`config.mk`:
```
export PLATFORM = sky130hd
export DESIGN_NAME = gocd_queue
export DESIGN_NICKNAME = d
export VERILOG_FILES = /design/src/rtl/gocd_pkg.sv /design/src/rtl/gocd_queue.sv
export SDC_FILE = /design/constraint.sdc
export NUM_CORES = 1
export LEC_CHECK = 0
export BUFFER_PORTS_ARGS = -buffer_cell sky130_fd_sc_hd__clkbuf_2
export CORE_ASPECT_RATIO = 1.2
export CORE_MARGIN = 2
export CORE_UTILIZATION = 59
export DETAILED_ROUTE_END_ITERATION = 8
export GPL_TIMING_DRIVEN = 0
export PLACE_DENSITY = 0.82
export SKIP_LAST_GASP = 1
export SYNTH_ARGS = -nofsm -noshare
export SYNTH_HDL_FRONTEND = slang
export SYNTH_SLANG_ARGS = --single-unit
export TNS_END_PERCENT = 30
```
`constraint.sdc`:
```
create_clock -name clk -period 5.35 [get_ports clk]
set_input_delay 0.2675 -clock clk [delete_from_list [all_inputs] [get_ports clk]]
set_output_delay 0.2675 -clock clk [all_outputs]
set_load 0.03 [all_outputs]
```
`src/rtl/gocd_pkg.sv`:
```
// Package for the grid obstacle cross dilation block.
// Holds sizes, register codes and the structs shared by the front, queue and back.
// Depends on nothing.
`default_nettype none

package gocd_pkg;

	localparam int MAX_WIDTH = 256;
	localparam int REACH     = 2;

	localparam int WW      = $clog2(MAX_WIDTH + 1);
	localparam int LAG_MAX = REACH * (MAX_WIDTH + 1);
	localparam int LW      = $clog2(LAG_MAX + 1);
	localparam int VAW     = $clog2(LAG_MAX + 1);
	localparam int MAW     = $clog2(2 * LAG_MAX + 1);
	localparam int NB      = 4 * REACH;
	localparam int QDEPTH  = 4;
	localparam int QAW     = $clog2(QDEPTH);

	localparam int CFG_IW = 1;
	localparam int CFG_DW = WW;

	localparam int NB_LEFT  = 0;
	localparam int NB_UP    = 1;
	localparam int NB_RIGHT = 2;
	localparam int NB_DOWN  = 3;

	typedef enum logic [CFG_IW-1:0] {
		REG_MATCH_VALUE = CFG_IW'(0),
		REG_MAP_WIDTH   = CFG_IW'(1)
	} cfg_reg_t;

	typedef struct packed {
		logic [7:0]    match_value;
		logic [WW-1:0] width;
	} cfg_t;

	typedef struct packed {
		logic          wr;
		logic          emit;
		logic          mbit;
		logic [7:0]    cell_val;
		logic [VAW-1:0] vwr;
		logic [VAW-1:0] vrd;
		logic [MAW-1:0] hwr;
		logic [MAW-1:0] qh;
		logic [WW-1:0] row;
		logic [WW-1:0] col;
		logic          last;
		logic [NB-1:0] mask;
	} cmd_t;

	typedef struct packed {
		logic full;
		logic empty;
	} qstat_t;

endpackage

`default_nettype wire

```
`src/rtl/gocd_queue.sv`:
```
// Short command queue between the front end and the back end.
// A register array with a fill count; the head word is always visible.
// Depends on gocd_pkg.
`default_nettype none

module gocd_queue (
	input  wire logic            clk,
	input  wire logic            arst_n,
	input  wire logic            push,
	input  wire gocd_pkg::cmd_t  din,
	input  wire logic            pop,
	output gocd_pkg::cmd_t       dout,
	output gocd_pkg::qstat_t     qstat
);

	localparam int QAW = gocd_pkg::QAW;

	gocd_pkg::cmd_t slot_q [gocd_pkg::QDEPTH];
	logic [QAW-1:0] wr_ptr_q;
	logic [QAW-1:0] rd_ptr_q;
	logic [QAW:0]   count_q;

	assign dout        = slot_q[rd_ptr_q];
	assign qstat.full  = (count_q == (QAW+1)'(gocd_pkg::QDEPTH));
	assign qstat.empty = (count_q == '0);

	always_ff @(posedge clk) begin
		if (push) begin
			slot_q[wr_ptr_q] <= din;
		end
	end

	always_ff @(posedge clk or negedge arst_n) begin
		if (!arst_n) begin
			wr_ptr_q <= '0;
			rd_ptr_q <= '0;
			count_q  <= '0;
		end else begin
			if (push) begin
				wr_ptr_q <= wr_ptr_q + QAW'(1);
			end
			if (pop) begin
				rd_ptr_q <= rd_ptr_q + QAW'(1);
			end
			count_q <= count_q + (QAW+1)'(push) - (QAW+1)'(pop);
		end
	end

endmodule

`default_nettype wire

```
==> After elaboration in Yosys (flattened, before gate mapping) <==
Memory sizes are Yosys's and may differ from the RTL's.
Cells that the tools add are included.
{ "word_totals": {"mem_bits_rw": 320, "register_bits": 7, "n_memories": 1, "latchBits": 0, "mem_bits_ro": 0, "output_inout_bits": 82} }
{ "op_classes": {"order_cmp": 0, "n_eq_ne": 1, "div_mod_pow": 0, "mux": 2, "multipliers": 0, "add_sub_neg": 4, "bitwise_logic": 0, "shift": 0, "n_reduce_logical": 1} }
{ "mem_list": {"columns": ["name", "words", "width", "read_ports", "rd_ports_with_merged_regs", "wr", "line", "source"], "rows": [
  ["slot_q", 4, 80, 1, 0, 1, "gocd_queue.sv:18", "gocd_pkg::cmd_t slot_q [gocd_pkg::QDEPTH];"]
]} }
{ "op_table": {"columns": ["op", "count"], "rows": [
  ["adder 2 x 1 -> 2 bit (second input constant)", 2],
  ["adder 3 x 1 -> 3 bit", 1],
  ["equality test 3 bit (second input constant)", 1],
  ["zero test 3 bit", 1],
  ["subtractor 3 x 1 -> 3 bit", 1],
  ["two-way mux 1 bit", 2]
]} }

==> Logic depth before layout (Yosys ltp) <==
Gate-level depths: netlist of run 1.
{ "logic_depth": {"word_depth": 2, "ltp_mapped": 7, "ltp_nobuf": 7} }

==> Worst setup path after synthesis of run 1 <==
Ideal clock, no wire load.
{ "synth_path": {"path_type": "register to register", "start": "register wr_ptr_q[0]", "end": "memory slot_q[0][0] (netlist bit) (enable)", "setup_ns": 0.447, "path_stages_with_launch": 4, "setup_slack_ns": 2.419, "arrival_ns": 2.484, "period_less_slack_ns": 2.931, "path_buffers": 0, "path_cell_list": "dfrtp_1 inv_1 ha_1 and2_1"} }
{ "synth_lines": {"columns": ["item", "line", "source"], "rows": [
  ["start, declared", "gocd_queue.sv:19", "logic [QAW-1:0] wr_ptr_q;"],
  ["start signal, assigned", "gocd_queue.sv:40", "wr_ptr_q <= wr_ptr_q + QAW'(1);"],
  ["end, declared", "gocd_queue.sv:18", null]
]} }
Straight into the memory's write port.

==> out/results.tsv, run 1 <==
metric	value	unit
fillers	1137	
worst reg2reg startpoint	wr_ptr_q[0]	
Cell Area, Synth	0.01202	mm2
Synth Area in XOR/XNOR	0.3644	%
htree depth	1	
hpwl dp	13.44	mm
Core Area	0.02011	mm2
io pins	166	
multiplexer share of the synthesized area	15.02	%
total CTS buffers	30	
Remaining DRCs	0	
simple-gate share of the synthesized area	0.3644	%
Final nets	826	
ANT nets after route	0	
Post-Route WL	22.88	mm
final setup fails	0	
Rows	57	
actual slew at the worst max-slew pin	0.6501	ns
worst vdd ir	0.0003687	V
worst hold slack	0.07149	ns
clock sinks	327	
largest family of logic cells by synthesized area	multiplexers	
Post-Synth Adder-Cell Area	0.7913	%
routed wl met2	12.76	mm
pre-CTS worst setup slack	3.374	ns
CP cell instances	buf_6, buf_12, mux4_2, clkbuf_2	
worst hold path class	in2reg	
Max Clk Rate	0.4272	GHz
Slew Limit Fails	0	
Initial Util	59.75	%
Worst setup SP type	flip-flop	
die height	160.3	um
Final Hold Viols	0	
area grow syn2layout	25.92	%
Overflow after GRT	0	
Critical Setup Path Class	reg2out	
buffers and inverters on the worst path	3	
WL met1	8.373	mm
Unique masters post-synth	17	
RePlAce Congestion	0.7223	
1st-iter DRT viols	353	
layout cells sized above 1	41.56	%
max_cap viols	0	
met3 WL	1.265	mm
clock root buffer	clkbuf_16	
CP Launch Point	rd_ptr_q[0]	
CTS tree	built	
top layer reached by signal wires	met4	
DIE AREA	0.02153	mm2
synth warn	0	
CP max FO	10	
PwrDens	574.6	mW/mm2
routed vias/inst	5.568	
first-pass GRT wire length	35.33	mm
PnR worst setup slack	3.009	ns
outcome	finished, final reports clean	
TNS Setup	0	ns
clock edge transition at the registers on the reported setup and hold paths	0.07	ns
Req. time, crit path	5.08	ns
die width	134.3	um
commonest non-fill, non-tap cell in the layout	edfxtp_1	
GRT Overall Usage	21.94	%
minimum clock period	2.341	ns
Crit. End Element	output pin	
skew final	0.01728	ns
IO buf count	165	
initial antenna violation count	0	
Seq/Total Area, Yosys	81.42	%
Clk Latency, worst-skew pair	0.54	ns
syn avg cell area	26.59	um2
Pwr Total	8695	uW
slowest cell on the critical path	mux4_2	
number of buffers added for setup after CTS	0	
critical path's largest stage delay	0.53	ns
Initial DRT Pass Iterations	4	
Mapped Cells	452	
antenna diode count	0	
RSZ-0062 raised after global routing	false	
normalized max-slew margin	56.66	%
cell family with most CP delay	buffers and inverters	
largest net degree at the start of global routing	55	
final worst path period share	43.76	%
overall via count from detail_route	5696	
vias in the first global route	6363	
WP data arrival	2.07	ns
compound-cell area share of the yosys netlist	0.04165	%
fin util	75.23	%
Clock Tree Buf Depth	3	
routed length per placed instance	22.37	um
most frequent cells in the layout	edfxtp_1 (320), clkbuf_2 (165), dlygate4sd3_1 (82)	
min-delay src	push	
post-synthesis sequential element count	327	
Leak	0.005352	uW
post-synth net total	543	
## kinds of logic after synthesis
family | count (synthesis)
buf+inv | 24
simple gates | 8
mux | 80
fa+ha+maj | 7
flops | 327
compound gates | 1
xor+xnor | 5
## report_power, final
group	switching (uW)	internal, uW
clock network	869	1290
logic	1880	1180
registers	122	3350
## cells in the mapped netlist (all sizes together)
| cell | count | area, um2 |
|---|---|---|
| nand2 | 2 | 7.510 |
| mux4 | 80 | 1805 |
| xor2 | 2 | 17.52 |
| xnor2 | 3 | 26.28 |
| and2 | 4 | 25.02 |
| o21ai | 1 | 5.000 |
| buf | 18 | 216.5 |
| ha | 6 | 75.07 |
| inv | 6 | 22.52 |
| and3 | 1 | 6.260 |
| edfxtp | 320 | 9609 |
| nor3 | 1 | 5.000 |
| fa | 1 | 20.02 |
| dfrtp | 7 | 175.2 |
## routing by layer
metal,track usage [%],vias up
met5,0,-
met4,6.555,0
met3,3.378,35
met2,40.05,196
met1,27.26,2958
li1,-,2507
## cell type report
type / count / area, um2 / area share, %
inverter: 6 / 22.52 / 0.1488
sequential: 327 / 9784 / 64.67
tap: 265 / 331.6 / 2.191
buffer: 18 / 216.5 / 1.431
clock inverter: 16 / 180.2 / 1.191
clock buffer: 39 / 835.8 / 5.524
timing repair buffer: 251 / 1757 / 11.61
multi-input combinational: 101 / 2003 / 13.24
## sequential cells by signal, summed over array words and instances, names as in the netlist
register,cells
wr_ptr_q,2
slot_q,320
count_q,3
rd_ptr_q,2
## stage by stage
step / std cells / instance area (um2)
detailed placement: 886 / 13290
floorplan: 452 / 12020
global route: 1023 / 15130
global placement: 882 / 13170
finish: 1023 / 15130
CTS: 1023 / 15130
## timing repair
action | 4_1_cts | 5_1_grt
endpoints found under the setup margin | 0 | 0
resized for setup | 0 | 0
hold buffers | 82 | 0
hold endpoints to repair | 328 | 0
## worst reg2reg max path: stages (launching register included)
cell and delay (ns):
dfrtp_1 0.44, inv_1 0.10, ha_1 0.15, and2_4 0.56, buf_16 0.33
## worst paths after layout
kind | depth (start not counted) | end | slack [ns]
hold reg to reg | 1 | wr_ptr_q[0] | 0.58
setup / recovery | 4 | dout[58] | 3.01
setup reg to reg | 4 | slot_q[0][38] | 3.42
hold / removal | 2 | wr_ptr_q[1] | 0.07
min in group asynchronous | 2 | rd_ptr_q[1] | 0.12
max in group asynchronous | 2 | count_q[0] | 5.06
Note: power is estimated with default switching activity, not from simulation.
==> run 2, diff against run 1 <==
CORE_UTILIZATION = 57   (was 59)
PLACE_DENSITY = 0.79   (was 0.82)
clock period = 2.2 ns   (was 5.35 ns; I/O delays follow)
==> out/results.tsv, run 2 (same netlist as run 1, synthesis figures left out) <==
metric	value	unit	change
hold path cells	2		unchanged
Worst Reg2Reg Path Length in Cells	4		unchanged
PwrDens	1399	mW/mm2	+140%
worst reg2reg startpoint	wr_ptr_q[0]		
die width	136.5	um	+1.7%
fillers	1156		+1.7%
Worst Hold End	slot_q[2][31]		
Rows	58		+1.8%
total CTS buffers	30		unchanged
io pins	166		unchanged
Worst setup SP type	flip-flop		
normalized max-slew margin	69.40	%	+13 points
actual slew at the worst max-slew pin	0.4591	ns	-0.1911 ns
skew final	0.008442	ns	-0.008842 ns
Crit path top cell by count	buf_12		
cell family with most CP delay	multiplexers		
max reg flops	320		unchanged
overall via count from detail_route	5723		+0.47%
Req. time, crit path	2.09	ns	-2.99 ns
layout cells sized above 1	41.68	%	+0.12 points
hpwl dp	12.75	mm	-5.1%
clock root buffer	clkbuf_16		
WP data arrival	2.04	ns	-0.03 ns
GRT Overall Usage	20.95	%	-0.99 points
most frequent cells in the layout	edfxtp_1 (320), clkbuf_2 (162), dlygate4sd3_1 (84)		
max_cap viols	0		unchanged
Remaining DRCs	0		unchanged
final worst path period share	97.69	%	
CTS tree	built		
final setup fails	0		unchanged
minimum clock period	2.149	ns	
Clock Tree Buf Depth	3		unchanged
clock edge transition at the registers on the reported setup and hold paths	0.06	ns	about the same
DIE AREA	0.02226	mm2	+3.4%
Reg power frac	39.7	%	-0.2 points
commonest non-fill, non-tap cell in the layout	edfxtp_1		
Clk pwr share	24.5	%	-0.3 points
ANT nets after route	0		unchanged
clock sinks	327		unchanged
Initial DRT Pass Iterations	4		unchanged
Final nets	830		+0.48%
worst hold slack	0.3298	ns	+0.2583 ns
r2r setup slk	0.36	ns	-3.06 ns
worst hold path class	in2reg		
Final Hold Viols	0		unchanged
vias in the first global route	6252		-1.7%
Psw	7048	uW	+150%
Switching Share	33.09	%	about the same
IO buf count	165		unchanged
initial antenna violation count	2		+2
Overflow after GRT	0		unchanged
RSZ-0062 raised after global routing	true		
RePlAce Congestion	0.7096		-1.8%
Max Clk Rate	0.4653	GHz	
routed vias/inst	5.529		-0.69%
critical path's largest stage delay	0.54	ns	about the same
largest net degree at the start of global routing	55		unchanged
Pwr Total	21300	uW	+140%
Critical Setup Path Class	reg2out		
outcome	finished, final reports clean		
htree depth	1		unchanged
Crit. End Element	output pin		
area grow syn2layout	26.72	%	
routed length per placed instance	22.17	um	-0.87%
Initial Util	57.70	%	-2.1 points
min-delay src	din[31]		
biggest regs	slot_q (320), count_q (3)		
slowest cell on the critical path	mux4_2		
Leak	0.005375	uW	+0.43%
1st-iter DRT viols	353		unchanged
combinational power share	35.8	%	+0.6 points
RR Endpoint	slot_q[0][27]		
buffers and inverters on the worst path	3		unchanged
Slew Limit Fails	0		unchanged
Largest Register	slot_q		
fin util	73.11	%	-2.1 points
Core Area	0.02083	mm2	+3.6%
Int Pwr	14250	uW	+140%
first-pass GRT wire length	34.39	mm	-2.7%
worst vdd ir	0.001060	V	+190%
Post-Route WL	22.95	mm	+0.29%
die height	163.1	um	+1.7%
CP max FO	10		unchanged
Clk Latency, worst-skew pair	0.54	ns	about the same
CP cell instances	buf_12, buf_12, mux4_2, buf_2		
-- run 2: area by class of cell --
class	count	area [um2]	share of cell area, %
Antenna cell	2	5.005	0.03287
Multi-Input combinational cell	101	2003	13.16
Clock buffer	41	833.3	5.472
Inverter	6	22.52	0.1479
Buffer	18	245.2	1.611
Timing Repair Buffer	255	1812	11.90
Clock inverter	15	182.7	1.200
Sequential cell	327	9786	64.26
Tap cell	270	337.8	2.219
-- run 2: power groups by stage --
stage / Clock (uW) / Combinational [uW] / Sequential, uW
6_report: 5230 / 7620 / 8450
4_1_cts: 5310 / 7620 / 8440
2_1_floorplan: 0 / 5420 / 8490
5_1_grt: 5550 / 8080 / 8530
3_3_place_gp: 0 / 7180 / 8570
3_5_place_dp: 0 / 7420 / 8540
-- run 2: worst max path at each step --
stage / cells after the start / startpoint / endpoint / slack [ns]
floorplan: 3 / wr_ptr_q[1] / slot_q[1][0] / -0.70
global placement: 3 / wr_ptr_q[1] / slot_q[1][34] / -2.01
detailed placement: 4 / wr_ptr_q[0] / slot_q[0][34] / 0.36
CTS: 4 / rd_ptr_q[0] / dout[5] / -0.008
global route: 4 / rd_ptr_q[0] / dout[23] / 0.0001
finish: 4 / rd_ptr_q[0] / dout[7] / 0.05
-- run 2: what timing repair did --
action / in CTS / in global routing
buffers inserted: 0 / 1
gates resized for setup: 2 / 14
cloned: 0 / 1
hold buffers: 84 / 0
pin swaps: 0 / 0
hold endpoints to repair: 332 / 0
setup endpoints to repair: 67 / 77
-- run 2: layer usage --
layer / global-route usage [%] / wire length [um] / share of wire, % / up-vias
met1: 25.28 / 8561 / 37 / 2971
met3: 3.383 / 1033 / 4.5 / 45
met2: 38.16 / 12790 / 56 / 172
met5: 0 / 0 / 0 / -
li1: - / - / - / 2535
met4: 7.244 / 571 / 2.5 / 0
-- run 2: stage by stage --
stage,worst slack [ns],cells,instance area (um2),TNS [ns]
floorplan,-0.7045,452,12020,-108.09
global placement,-2.013,887,13180,-401.60
detailed placement,0.3626,891,13300,0
CTS,-0.008403,1031,15170,-0.01105
global route,0.0001255,1035,15230,0
finish,0.05091,1035,15230,0
-- run 2: worst register-to-register path, cell delays in order, from the launching register on --
cell	delay (ns)
dfrtp_1	0.42
inv_1	0.10
ha_1	0.14
and2_4	0.44
buf_16	0.33
