<file path="config.mk">
export PLATFORM = sky130hd
export DESIGN_NAME = gocd_front
export DESIGN_NICKNAME = d
export VERILOG_FILES = /design/src/rtl/gocd_pkg.sv /design/src/rtl/gocd_front.sv
export SDC_FILE = /design/constraint.sdc
export NUM_CORES = 1
export LEC_CHECK = 0
export BUFFER_PORTS_ARGS = -buffer_cell sky130_fd_sc_hd__buf_2
export CORE_ASPECT_RATIO = 2
export CORE_UTILIZATION = 45
export CTS_CLUSTER_SIZE = 24
export DETAILED_ROUTE_END_ITERATION = 10
export PLACE_DENSITY = 0.69
export SYNTH_ARGS = -nofsm -noshare
export SYNTH_HDL_FRONTEND = slang
export SYNTH_SLANG_ARGS = --single-unit
</file>
<file path="constraint.sdc">
create_clock -name clk -period 3.6 [get_ports clk]
set_clock_uncertainty 0.05 [all_clocks]
set_input_delay 0.36 -clock clk [delete_from_list [all_inputs] [get_ports clk]]
set_output_delay 0.36 -clock clk [all_outputs]
set_load 0.05 [all_outputs]
</file>
<file path="src/rtl/gocd_pkg.sv">
// Package for the grid obstacle cross dilation block.
// Holds sizes, register codes and the structs shared by the front, queue and back.
// Depends on nothing.
`default_nettype none

package gocd_pkg;

	localparam int MAX_WIDTH = 256;
	localparam int REACH     = 2;

	localparam int WW      = $clog2(MAX_WIDTH + 1);
	localparam int LAG_MAX = REACH * (MAX_WIDTH + 1);
	localparam int LW      = $clog2(LAG_MAX + 1);
	localparam int VAW     = $clog2(LAG_MAX + 1);
	localparam int MAW     = $clog2(2 * LAG_MAX + 1);
	localparam int NB      = 4 * REACH;
	localparam int QDEPTH  = 4;
	localparam int QAW     = $clog2(QDEPTH);

	localparam int CFG_IW = 1;
	localparam int CFG_DW = WW;

	localparam int NB_LEFT  = 0;
	localparam int NB_UP    = 1;
	localparam int NB_RIGHT = 2;
	localparam int NB_DOWN  = 3;

	typedef enum logic [CFG_IW-1:0] {
		REG_MATCH_VALUE = CFG_IW'(0),
		REG_MAP_WIDTH   = CFG_IW'(1)
	} cfg_reg_t;

	typedef struct packed {
		logic [7:0]    match_value;
		logic [WW-1:0] width;
	} cfg_t;

	typedef struct packed {
		logic          wr;
		logic          emit;
		logic          mbit;
		logic [7:0]    cell_val;
		logic [VAW-1:0] vwr;
		logic [VAW-1:0] vrd;
		logic [MAW-1:0] hwr;
		logic [MAW-1:0] qh;
		logic [WW-1:0] row;
		logic [WW-1:0] col;
		logic          last;
		logic [NB-1:0] mask;
	} cmd_t;

	typedef struct packed {
		logic full;
		logic empty;
	} qstat_t;

endpackage

`default_nettype wire

</file>
<file path="src/rtl/gocd_front.sv">
// Front end: input and configuration handshakes, counters and command build.
// Accepted words make memory write and/or emit commands; idle drains make none.
// Depends on gocd_pkg.
`default_nettype none

module gocd_front (
	input  wire logic                          clk,
	input  wire logic                          arst_n,
	input  wire logic                          s_tvalid,
	output logic                               s_tready,
	input  wire logic [7:0]                    s_tdata,  // cell_in
	input  wire logic                          s_tuser,  // drain
	input  wire logic                          cfg_valid,
	output logic                               cfg_ready,
	input  wire logic [gocd_pkg::CFG_IW-1:0]   cfg_index,
	input  wire logic [gocd_pkg::CFG_DW-1:0]   cfg_data,
	input  wire gocd_pkg::qstat_t              qstat,
	output logic                               push,
	output gocd_pkg::cmd_t                     cmd,
	output gocd_pkg::cfg_t                     cfg
);

	localparam int WW  = gocd_pkg::WW;
	localparam int LW  = gocd_pkg::LW;
	localparam int VAW = gocd_pkg::VAW;
	localparam int MAW = gocd_pkg::MAW;

	logic [7:0]     match_q;
	logic [WW-1:0]  width_q;
	logic [LW-1:0]  lag_q;
	logic [LW-1:0]  pend_q;
	logic [VAW-1:0] vrd_q;
	logic [MAW-1:0] hwr_q;
	logic [WW-1:0]  row_q;
	logic [WW-1:0]  col_q;

	logic           acc;
	logic           emit;
	logic [WW-1:0]  wsel;

	assign cfg_ready = 1'b1;
	assign s_tready  = !qstat.full && !cfg_valid;
	assign acc       = s_tvalid && s_tready;
	assign cfg.match_value = match_q;
	assign cfg.width       = width_q;

	always_comb begin
		if (cfg_data == '0) begin
			wsel = WW'(1);
		end else if (cfg_data > WW'(gocd_pkg::MAX_WIDTH)) begin
			wsel = WW'(gocd_pkg::MAX_WIDTH);
		end else begin
			wsel = cfg_data;
		end
	end

	always_comb begin
		emit          = s_tuser ? (pend_q != '0) : (pend_q >= lag_q);
		push          = acc && (!s_tuser || emit);
		cmd.wr        = !s_tuser;
		cmd.emit      = emit;
		cmd.mbit      = (s_tdata == match_q);
		cmd.cell_val  = s_tdata;
		cmd.vwr       = vrd_q + VAW'(pend_q);
		cmd.vrd       = vrd_q;
		cmd.hwr       = hwr_q;
		cmd.qh        = hwr_q - MAW'(pend_q);
		cmd.row       = row_q;
		cmd.col       = col_q;
		cmd.last      = (row_q == width_q - WW'(1)) && (col_q == width_q - WW'(1));
		for (int d = 1; d <= gocd_pkg::REACH; d++) begin
			cmd.mask[4*(d-1) + gocd_pkg::NB_LEFT] = (col_q >= WW'(d));
			cmd.mask[4*(d-1) + gocd_pkg::NB_UP]   = (row_q >= WW'(d));
			cmd.mask[4*(d-1) + gocd_pkg::NB_RIGHT] =
				(({1'b0, col_q} + (WW+1)'(d)) < {1'b0, width_q}) && (LW'(d) < pend_q);
			cmd.mask[4*(d-1) + gocd_pkg::NB_DOWN] =
				(({1'b0, row_q} + (WW+1)'(d)) < {1'b0, width_q}) &&
				((LW'(d) * LW'(width_q)) < pend_q);
		end
	end

	always_ff @(posedge clk or negedge arst_n) begin
		if (!arst_n) begin
			match_q <= '0;
			width_q <= WW'(gocd_pkg::MAX_WIDTH);
			lag_q   <= LW'(gocd_pkg::LAG_MAX);
			pend_q  <= '0;
			vrd_q   <= '0;
			hwr_q   <= '0;
			row_q   <= '0;
			col_q   <= '0;
		end else if (cfg_valid && cfg_ready) begin
			case (cfg_index)
				gocd_pkg::REG_MATCH_VALUE: begin
					match_q <= cfg_data[7:0];
				end
				gocd_pkg::REG_MAP_WIDTH: begin
					width_q <= wsel;
					lag_q   <= LW'(gocd_pkg::REACH) * (LW'(wsel) + LW'(1));
					pend_q  <= '0;
					vrd_q   <= '0;
					hwr_q   <= '0;
					row_q   <= '0;
					col_q   <= '0;
				end
				default: begin
				end
			endcase
		end else if (push) begin
			pend_q <= pend_q - LW'(emit) + LW'(!s_tuser);
			if (!s_tuser) begin
				hwr_q <= hwr_q + MAW'(1);
			end
			if (emit) begin
				vrd_q <= vrd_q + VAW'(1);
				if (col_q == width_q - WW'(1)) begin
					col_q <= '0;
					row_q <= (row_q == width_q - WW'(1)) ? '0 : row_q + WW'(1);
				end else begin
					col_q <= col_q + WW'(1);
				end
			end
		end
	end

endmodule

`default_nettype wire

</file>
# [After elaboration in Yosys (flattened, before gate mapping)]
# Index checks and enable logic that the tools add are counted.
[classes] n_addsub=14 magnitude_cmp=14 n_eq_ne=5 mux=23 bitwise_logic=1 reduce_logical=23
[ops] op="2-to-1 mux 9 bit" n=12
[ops] op="2-to-1 mux 10 bit" n=6
[ops] op="2-to-1 mux 11 bit" n=4
[ops] op="less-than comparator 10 x 9 -> 1 bit" n=4
[ops] op="adder 9 x 1 -> 9 bit, second input constant" n=3
[ops] op="adder 9 x 1 -> 10 bit, second input constant" n=2
[ops] op="adder 9 x 2 -> 10 bit, second input constant" n=2
[ops] op="== test 9 bit" n=2
[ops] op=">= comparator 9 x 1 -> 1 bit, second input constant" n=2
[ops] op=">= comparator 9 x 2 -> 1 bit, second input constant" n=2
[ops] op="adder 11 x 1 -> 11 bit, second input constant" n=1
[ops] op="subtractor 11 x 10 -> 11 bit" n=1
[ops] op="adder 10 x 1 -> 10 bit" n=1
[ops] op="adder 10 x 1 -> 10 bit, second input constant" n=1
[ops] op="adder 10 bit" n=1
[ops] op=">= comparator 10 bit" n=1
[ops] op="less-than comparator 1 x 10 -> 1 bit, first input constant" n=1
[ops] op="less-than comparator 10 bit" n=1
[ops] op="less-than comparator 2 x 10 -> 1 bit, first input constant" n=1
[ops] op="less-than comparator 9 x 10 -> 1 bit" n=1
[ops] op="nonzero test 10 bit" n=1
[ops] op="subtractor 10 x 1 -> 10 bit" n=1
[ops] op="greater-than comparator 9 bit, second input constant" n=1
[ops] op="logical NOT 9 bit" n=1
[ops] op="12 further kinds" n=27
[word_totals] register_bits=75 in_bits=25 out_inout_bits=100 elab_cells=88

# [Logic depth before layout (Yosys ltp)]
# Gate-level depths: netlist (run 1).
[logic_depth] word_depth=7 depth_mapped=19 mapped_depth_nobuf=19

# [Worst setup path before layout (run 1)]
# OpenSTA, ideal clock, no wires.
[synth_path] path_type="reg2out" start="register col_q[0]" end="output port cmd[2] (netlist bit)" arrival_ns=4.827 required_ns=3.190 setup_slack_ns=-1.637 path_stages_with_launch=14 path_buffers=1 path_cell_list="dfrtp_1 > clkbuf_1 > inv_1 > ha_1 > inv_1 > ha_1 > nor2b_1 > o21a_1 > o21a_1 > o21ai_0 > nand2b_1 > a21oi_1 > nor2_1 > a2111oi_0"
[synth_lines] element="start, declared" line="gocd_front.sv:35" text="logic [WW-1:0] col_q;"
[synth_lines] element="start signal, assigned" line="gocd_front.sv:120" text="col_q <= col_q + WW'(1);"
[synth_lines] element="end, declared" line="gocd_front.sv:19" text="output gocd_pkg::cmd_t cmd,"

==> impl_results.md, run 1 <==
* Status: complete, no violations
* DR WL/cell at 17.9 um
* Slew @ Worst Pin at about 1.0 ns
* Rows at 64
* Finished Core Util at between 50% and 60%
* Clock Pin Slew Worst Setup and Hold Paths at roughly 0.070 ns
* Worst-path fanout max at 5
* Sw frac at between 50% and 60%
* # port buffers at roughly 120
* Final Hold Fails at 0
* Largest net degree at the start of global routing at 76
* Fin nets at around 1100
* GRT overflow at 0
* CP Cell Sequence: ha_1, and3_1, and3_1, xor2_1, ha_1, a21o_1, a2111oi_0, o21a_1, buf_2
* Yosys top cell by area: dfrtp_1
* Number of distinct library cells after synthesis at 62
* Finish-stage setup viols at 0
* TritonCTS clock tree: done
* Min Tclk post-route at about 3.4 ns
* Finished Layout Cells at around 1200
* Overall routing resource usage at a little over a quarter
* Seq/Total Area, Yosys at around a quarter
* Kind of critical path: flop to output port
* Routed vias/inst at between 5 and 6
* Htree depth at 3
* Met1 Usage GRT at between 20% and 30%
* Ant diodes at 0
* Layout cells sized above 1 at between 20% and 30%
* Antenna viol nets, final at 0
* First-pass GRT wire length at roughly 33000 um
* Die H at 180 um
* P&R area growth vs syn at 20.2%
* Setup crit start kind: flop
* Met3 usage at ~3.3%
* Top-Level Pins at 125
* Antenna violations before repair at 0
* #FFs+latches synth at 75
* Clock sink total at 75
* Crit path DAT at 3.03 ns
* Gate Count Post-Synth at 829
* Number of global-route vias before repair at 6543
* Starting Density at roughly 46%
* Fraction of registers with async set/reset at 100%
* Clock power frac at between 10% and 20%
* Cell Int Power at between 3 and 4 mW
* CTS buffer count at 9
* Power per cell area at around 770 nW/um^2
* HP Class: input port to asynchronous set/reset pin
* Slew Limit Headroom at 32.2%
* Worst path max stage delay at 0.44 ns
* Commonest cells after routing, fill and taps aside: 118 x buf_2, 107 x ha_1, 68 x nand2_1
* Slowest cell on crit path: dfrtp_2
* M2 GR Usage at 50.4%
* Placed cells at around 1100
* Setup crit start: col_q[1]
* Final HPWL from detailed placement at approximately 16000 um
* Vias at around 6600
* Worst VDD drop at between 700 and 800 uV
* Die width at 91.2 um
* Max Cap Viol at 0
* DRT iter0 DRCs at between 200 and 300
* CP endpoint kind: output port
* Core area at 15500 um^2
* Ys Warns at 0
* RD Place Congestion at approximately 0.93
* WP buf/inv at 1
* Drt first pass iters at 4
* Leak at around 4.3 nW
* Reg2reg start: lag_q[4]
* FMAX at approximately 290 MHz
* Critical Path RT at 3.19 ns
* Hold slack at about 0.13 ns
* NetSw at 3.41 mW
* Total die area at between 15000 and 20000 um^2
* Most Crowded Layer GR: met2
* Combinational power share at around 68%
* Synthesized area per cell at roughly 8.6 um^2
* Max Slew Vio Count at 0
* Skew-Pair Late Insertion Delay at about 0.35 ns
* Post-synth EDFFs at 0
* Root Buffer: clkbuf_16
* Post-synth top area share at between 20% and 30%
* Commonest non-fill, non-tap cell in the layout: buf_2
* Period utilisation layout at 95.7%
* Cell Area, Synth at about 7000 um^2
* Area contributors post-synth: dfrtp_1 25%, ha_1 19%, xnor2_1 6.6%, xor2_1 5.0%, o21ai_0 3.9%
* Syn nets at 966
* Cts hold-fix bufs at 0
* CP top delay family: compound AO/OA/AOI/OAI gates
* Deepest clock path buffer count at 2
* Sequential share of power at between 15 and 20%
* DRC at 0
* Final WL at ~21000 um
* Top FF cell, synth: dfrtp_1
[worst paths after layout]
kind                        endpoint  slack, ns  cells past startpoint
setup reg to reg           pend_q[9]       0.19                     18
setup / recovery              cmd[6]       0.16                      9
hold reg to reg             lag_q[5]       0.44                      2
hold / removal              vrd_q[7]       0.13                      1
max in group asynchronous   row_q[0]       2.63                      1
min in group clk            lag_q[7]       0.22                      2
[cells by family after synthesis]
group	count (synthesis)	share of synthesized area (%)
AO/OA/AOI/OAI	176	15.7
XOR/XNOR	98	12.5
adder cells (fa/ha/maj)	113	20.0
buffers and inverters	101	5.89
flip-flops	75	26.3
multiplexers	10	1.56
other	1	0.0524
AND/OR/NAND/NOR	255	18.0
[state kept, by name (all words and copies together), names as in the netlist]
| name | count |
|---|---|
| col_q | 9 |
| hwr_q | 11 |
| lag_q | 9 |
| match_q | 8 |
| pend_q | 10 |
| row_q | 9 |
| vrd_q | 10 |
| width_q | 9 |
[routing by layer]
| metal | vias up | wire length [um] |
|---|---|---|
| li1 | 3172 | - |
| met1 | 3197 | 7370 |
| met2 | 188 | 11700 |
| met3 | 66 | 714 |
| met4 | 0 | 1140 |
| met5 | - | 0 |
[synth_stat cells, drive strengths merged, types with 21 or more instances]
cell,instances
nand3,28
nand4,21
nand2,68
xor2,41
a21oi,33
o21ai,57
ha,109
nor2,60
clkbuf,28
inv,55
dfrtp,72
xnor2,55
[through the flow]
step | setup WS [ns] | TNS [ns] | cell area, um^2 | power [mW]
after floorplan | -0.302 | -0.302 | 7180 | 4.27
after global placement | 0.0597 | 0 | 8140 | 5.36
after detailed placement | -0.0634 | -0.0870 | 8140 | 5.42
after CTS | 0.0301 | 0 | 8470 | 6.49
after global routing | -0.0196 | -0.0198 | 8600 | 7.06
final | 0.157 | 0 | 8600 | 6.61
[repair_timing]
item | 4_1_cts | 5_1_grt
setup endpoints to repair | 3 | 11
buffers inserted | 0 | 7
gates resized for setup | 5 | 24
pin swaps | 0 | 6
[layout make-up]
type | instances | area [um^2]
clock buffers | 9 | 225
clock inverters | 7 | 98.8
fillers | 1468 | 6850
inverters | 55 | 206
multi-input cells | 653 | 4950
flip-flops and latches | 75 | 1890
well taps | 198 | 248
repair buffers | 171 | 988
[power groups by stage]
stage / Combinational, mW / Sequential (mW) / Clock [mW]
2_1_floorplan: 2.92 / 1.35 / 0
3_3_place_gp: 4.23 / 1.13 / 0
3_5_place_dp: 4.29 / 1.14 / 0
4_1_cts: 4.35 / 1.12 / 1.02
5_1_grt: 4.88 / 1.13 / 1.04
6_report: 4.49 / 1.12 / 1.00
No activity file was read; power rests on OpenSTA's default activity.
==> run 2, diff against run 1 <==
Settings changed: PLACE_DENSITY 0.69 to 0.66.
Clock period 3.6 ns to 4.1 ns, I/O delays scaled along.
==> impl_results.md, run 2 (synthesis gave the netlist of run 1 again) <==
* Fin nets at 1072 (was 1102)
* Vias at 6389 (was 6623)
* # port buffers at 122 (unchanged)
* Antenna violations before repair at 0 (unchanged)
* Layout cells sized above 1 at 19.4% (was 23.7%)
* TritonCTS clock tree: done (unchanged)
* Die H at 180 um (unchanged)
* PnR worst setup slack at 0.299 ns (was 0.157 ns)
* Max Slew Vio Count at 0 (unchanged)
* Largest net degree at the start of global routing at 45 (was 76)
* Period utilisation layout at 92.7%
* Critical Path RT at 4.26 ns (was 3.19 ns)
* Commonest cells after routing, fill and taps aside: 121 x buf_2, 109 x ha_1, 72 x dfrtp_1 (was 118 x buf_2, 107 x ha_1, 68 x nand2_1)
* Pre-CTS WS at 0.154 ns (was -0.0634 ns)
* Reg2reg start: pend_q[3] (was lag_q[4])
* HP Class: input port to asynchronous set/reset pin (unchanged)
* Starting Density at 46.3% (unchanged)
* Setup crit start kind: flop (unchanged)
* RSZ-0062 raised after global routing: no
* Top flop regs: hwr_q: 11 flops, pend_q: 10 flops, vrd_q: 10 flops (unchanged)
* Worst-path fanout max at 5 (unchanged)
* CP top delay family: compound AO/OA/AOI/OAI gates (unchanged)
* Die width at 91.2 um (unchanged)
* Final WL at 20200 um (was 20900 um)
* Status: complete, no violations (unchanged)
* Core area at 15500 um^2 (unchanged)
* Slowest cell on crit path: dfrtp_1 (was dfrtp_2)
* Slew @ Worst Pin at 0.630 ns (was 1.02 ns)
* Rows at 64 (unchanged)
* Root Buffer: clkbuf_16 (unchanged)
* Power per cell area at 652 nW/um^2 (was 769 nW/um^2)
* Crit path DAT at 3.96 ns (was 3.03 ns)
* FMAX at roughly 260 MHz
* Worst VDD drop at 650 uV (was 734 uV)
* Largest register by flop count: hwr_q (unchanged)
* Worst path max stage delay at 0.45 ns (was 0.44 ns)
* CP Cell Sequence: ha_1, a2111oi_0, a21oi_1, o21ai_0, a21boi_2, ha_1, inv_1, ha_1, fa_1, a21oi_1, o21bai_1, a21oi_1, o21bai_1, a21oi_1, o21bai_1, xnor2_1, o21ai_0 (was ha_1, and3_1, and3_1, xor2_1, ha_1, a21o_1, a2111oi_0, o21a_1, buf_2)
* Commonest non-fill, non-tap cell in the layout: buf_2 (unchanged)
* Min Tclk post-route at roughly 3.8 ns
* Post-CTS Setup Bufs at 0 (unchanged)
* Kind of critical path: flop to flop (was flop to output port)
* Finish-stage setup viols at 0 (unchanged)
* Antenna viol nets, final at 0 (unchanged)
* RD Place Congestion at 0.861 (was 0.930)
* Htree depth at 3 (unchanged)
* DR WL/cell at 17.8 um (was 17.9 um)
* Ant diodes at 0 (unchanged)
* Number of flip-flops in the largest register at 11 (unchanged)
* Slew Limit Headroom at 58.0% (was 32.2%)
* Skew-Pair Late Insertion Delay at 0.35 ns (about the same)
* Deepest clock path buffer count at 2 (unchanged)
* CTS resizes at 0 (was 5)
* Top-Level Pins at 125 (unchanged)
* CTS buffer count at 9 (unchanged)
* Drt first pass iters at 5 (was 4)
* Final Hold Fails at 0 (unchanged)
* P&R area growth vs syn at 15.2% (was 20.2%)
* CP endpoint kind: flop (was output port)
* Routed vias/inst at 5.61 (was 5.67)
* GRT overflow at 0 (unchanged)
* Setup TNS Final at 0 ns (unchanged)
* Overall routing resource usage at 25.5% (was 26.1%)
* First-pass GRT wire length at 32500 um (was 33200 um)
* Setup crit start: pend_q[3] (was col_q[1])
* WP buf/inv at 1 (unchanged)
* Total die area at 16400 um^2 (unchanged)
* Leak at 4.08 nW (was 4.26 nW)
* Most used cell, CP: a21oi_1
* DRT iter0 DRCs at 252 (was 264)
* Final HPWL from detailed placement at 15900 um (was 16200 um)
* Max Cap Viol at 0 (unchanged)
* Number of global-route vias before repair at 6387 (was 6543)
* Clock Pin Slew Worst Setup and Hold Paths at 0.06 ns (was 0.07 ns)
* DRC at 0 (unchanged)
* Cts hold-fix bufs at 0 (unchanged)
* Clock sink total at 75 (unchanged)
## run 2: cell type report
cell class                      instances  area, um^2
Multi-Input combinational cell        653        4870
Fill cell                            1494        7210
Clock inverter                          6        46.3
Sequential cell                        75        1880
Clock buffer                           10         239
Inverter                               55         206
Timing Repair Buffer                  141         756
Tap cell                              198         248
## run 2: report_power, final
group,internal [mW],switching (mW)
logic,1.20,2.36
clock network,0.431,0.353
registers,0.845,0.186
total,2.48,2.89
## run 2: final timing paths
kind | endpoint | slack (ns) | cells past startpoint
worst min-delay path | vrd_q[7] | 0.03 | 1
min in group clk | lag_q[7] | 0.28 | 2
max in group asynchronous | lag_q[9] | 3.04 | 2
worst max-delay path | pend_q[8] | 0.30 | 17
worst max register to register | pend_q[8] | 0.30 | 17
worst min register to register | lag_q[3] | 0.44 | 2
## run 2: per-stage QoR
stage	utilization, %	cells	hold WS [ns]	area [um^2]	total power, mW
2_1_floorplan	-	829	0.0644	7160	3.74
3_3_place_gp	51.5	1122	0.410	7950	4.57
3_5_place_dp	51.5	1122	0.420	7950	4.61
4_1_cts	53.3	1138	0.0551	8240	5.42
5_1_grt	53.3	1138	0.0737	8240	5.75
6_report	53.3	1138	0.0283	8240	5.37
## run 2: metal layers
layer	track usage (%)	wire length, um
met1	25.4	7180
met2	49.2	11300
met3	2.70	573
met4	15.4	1120
met5	0	0
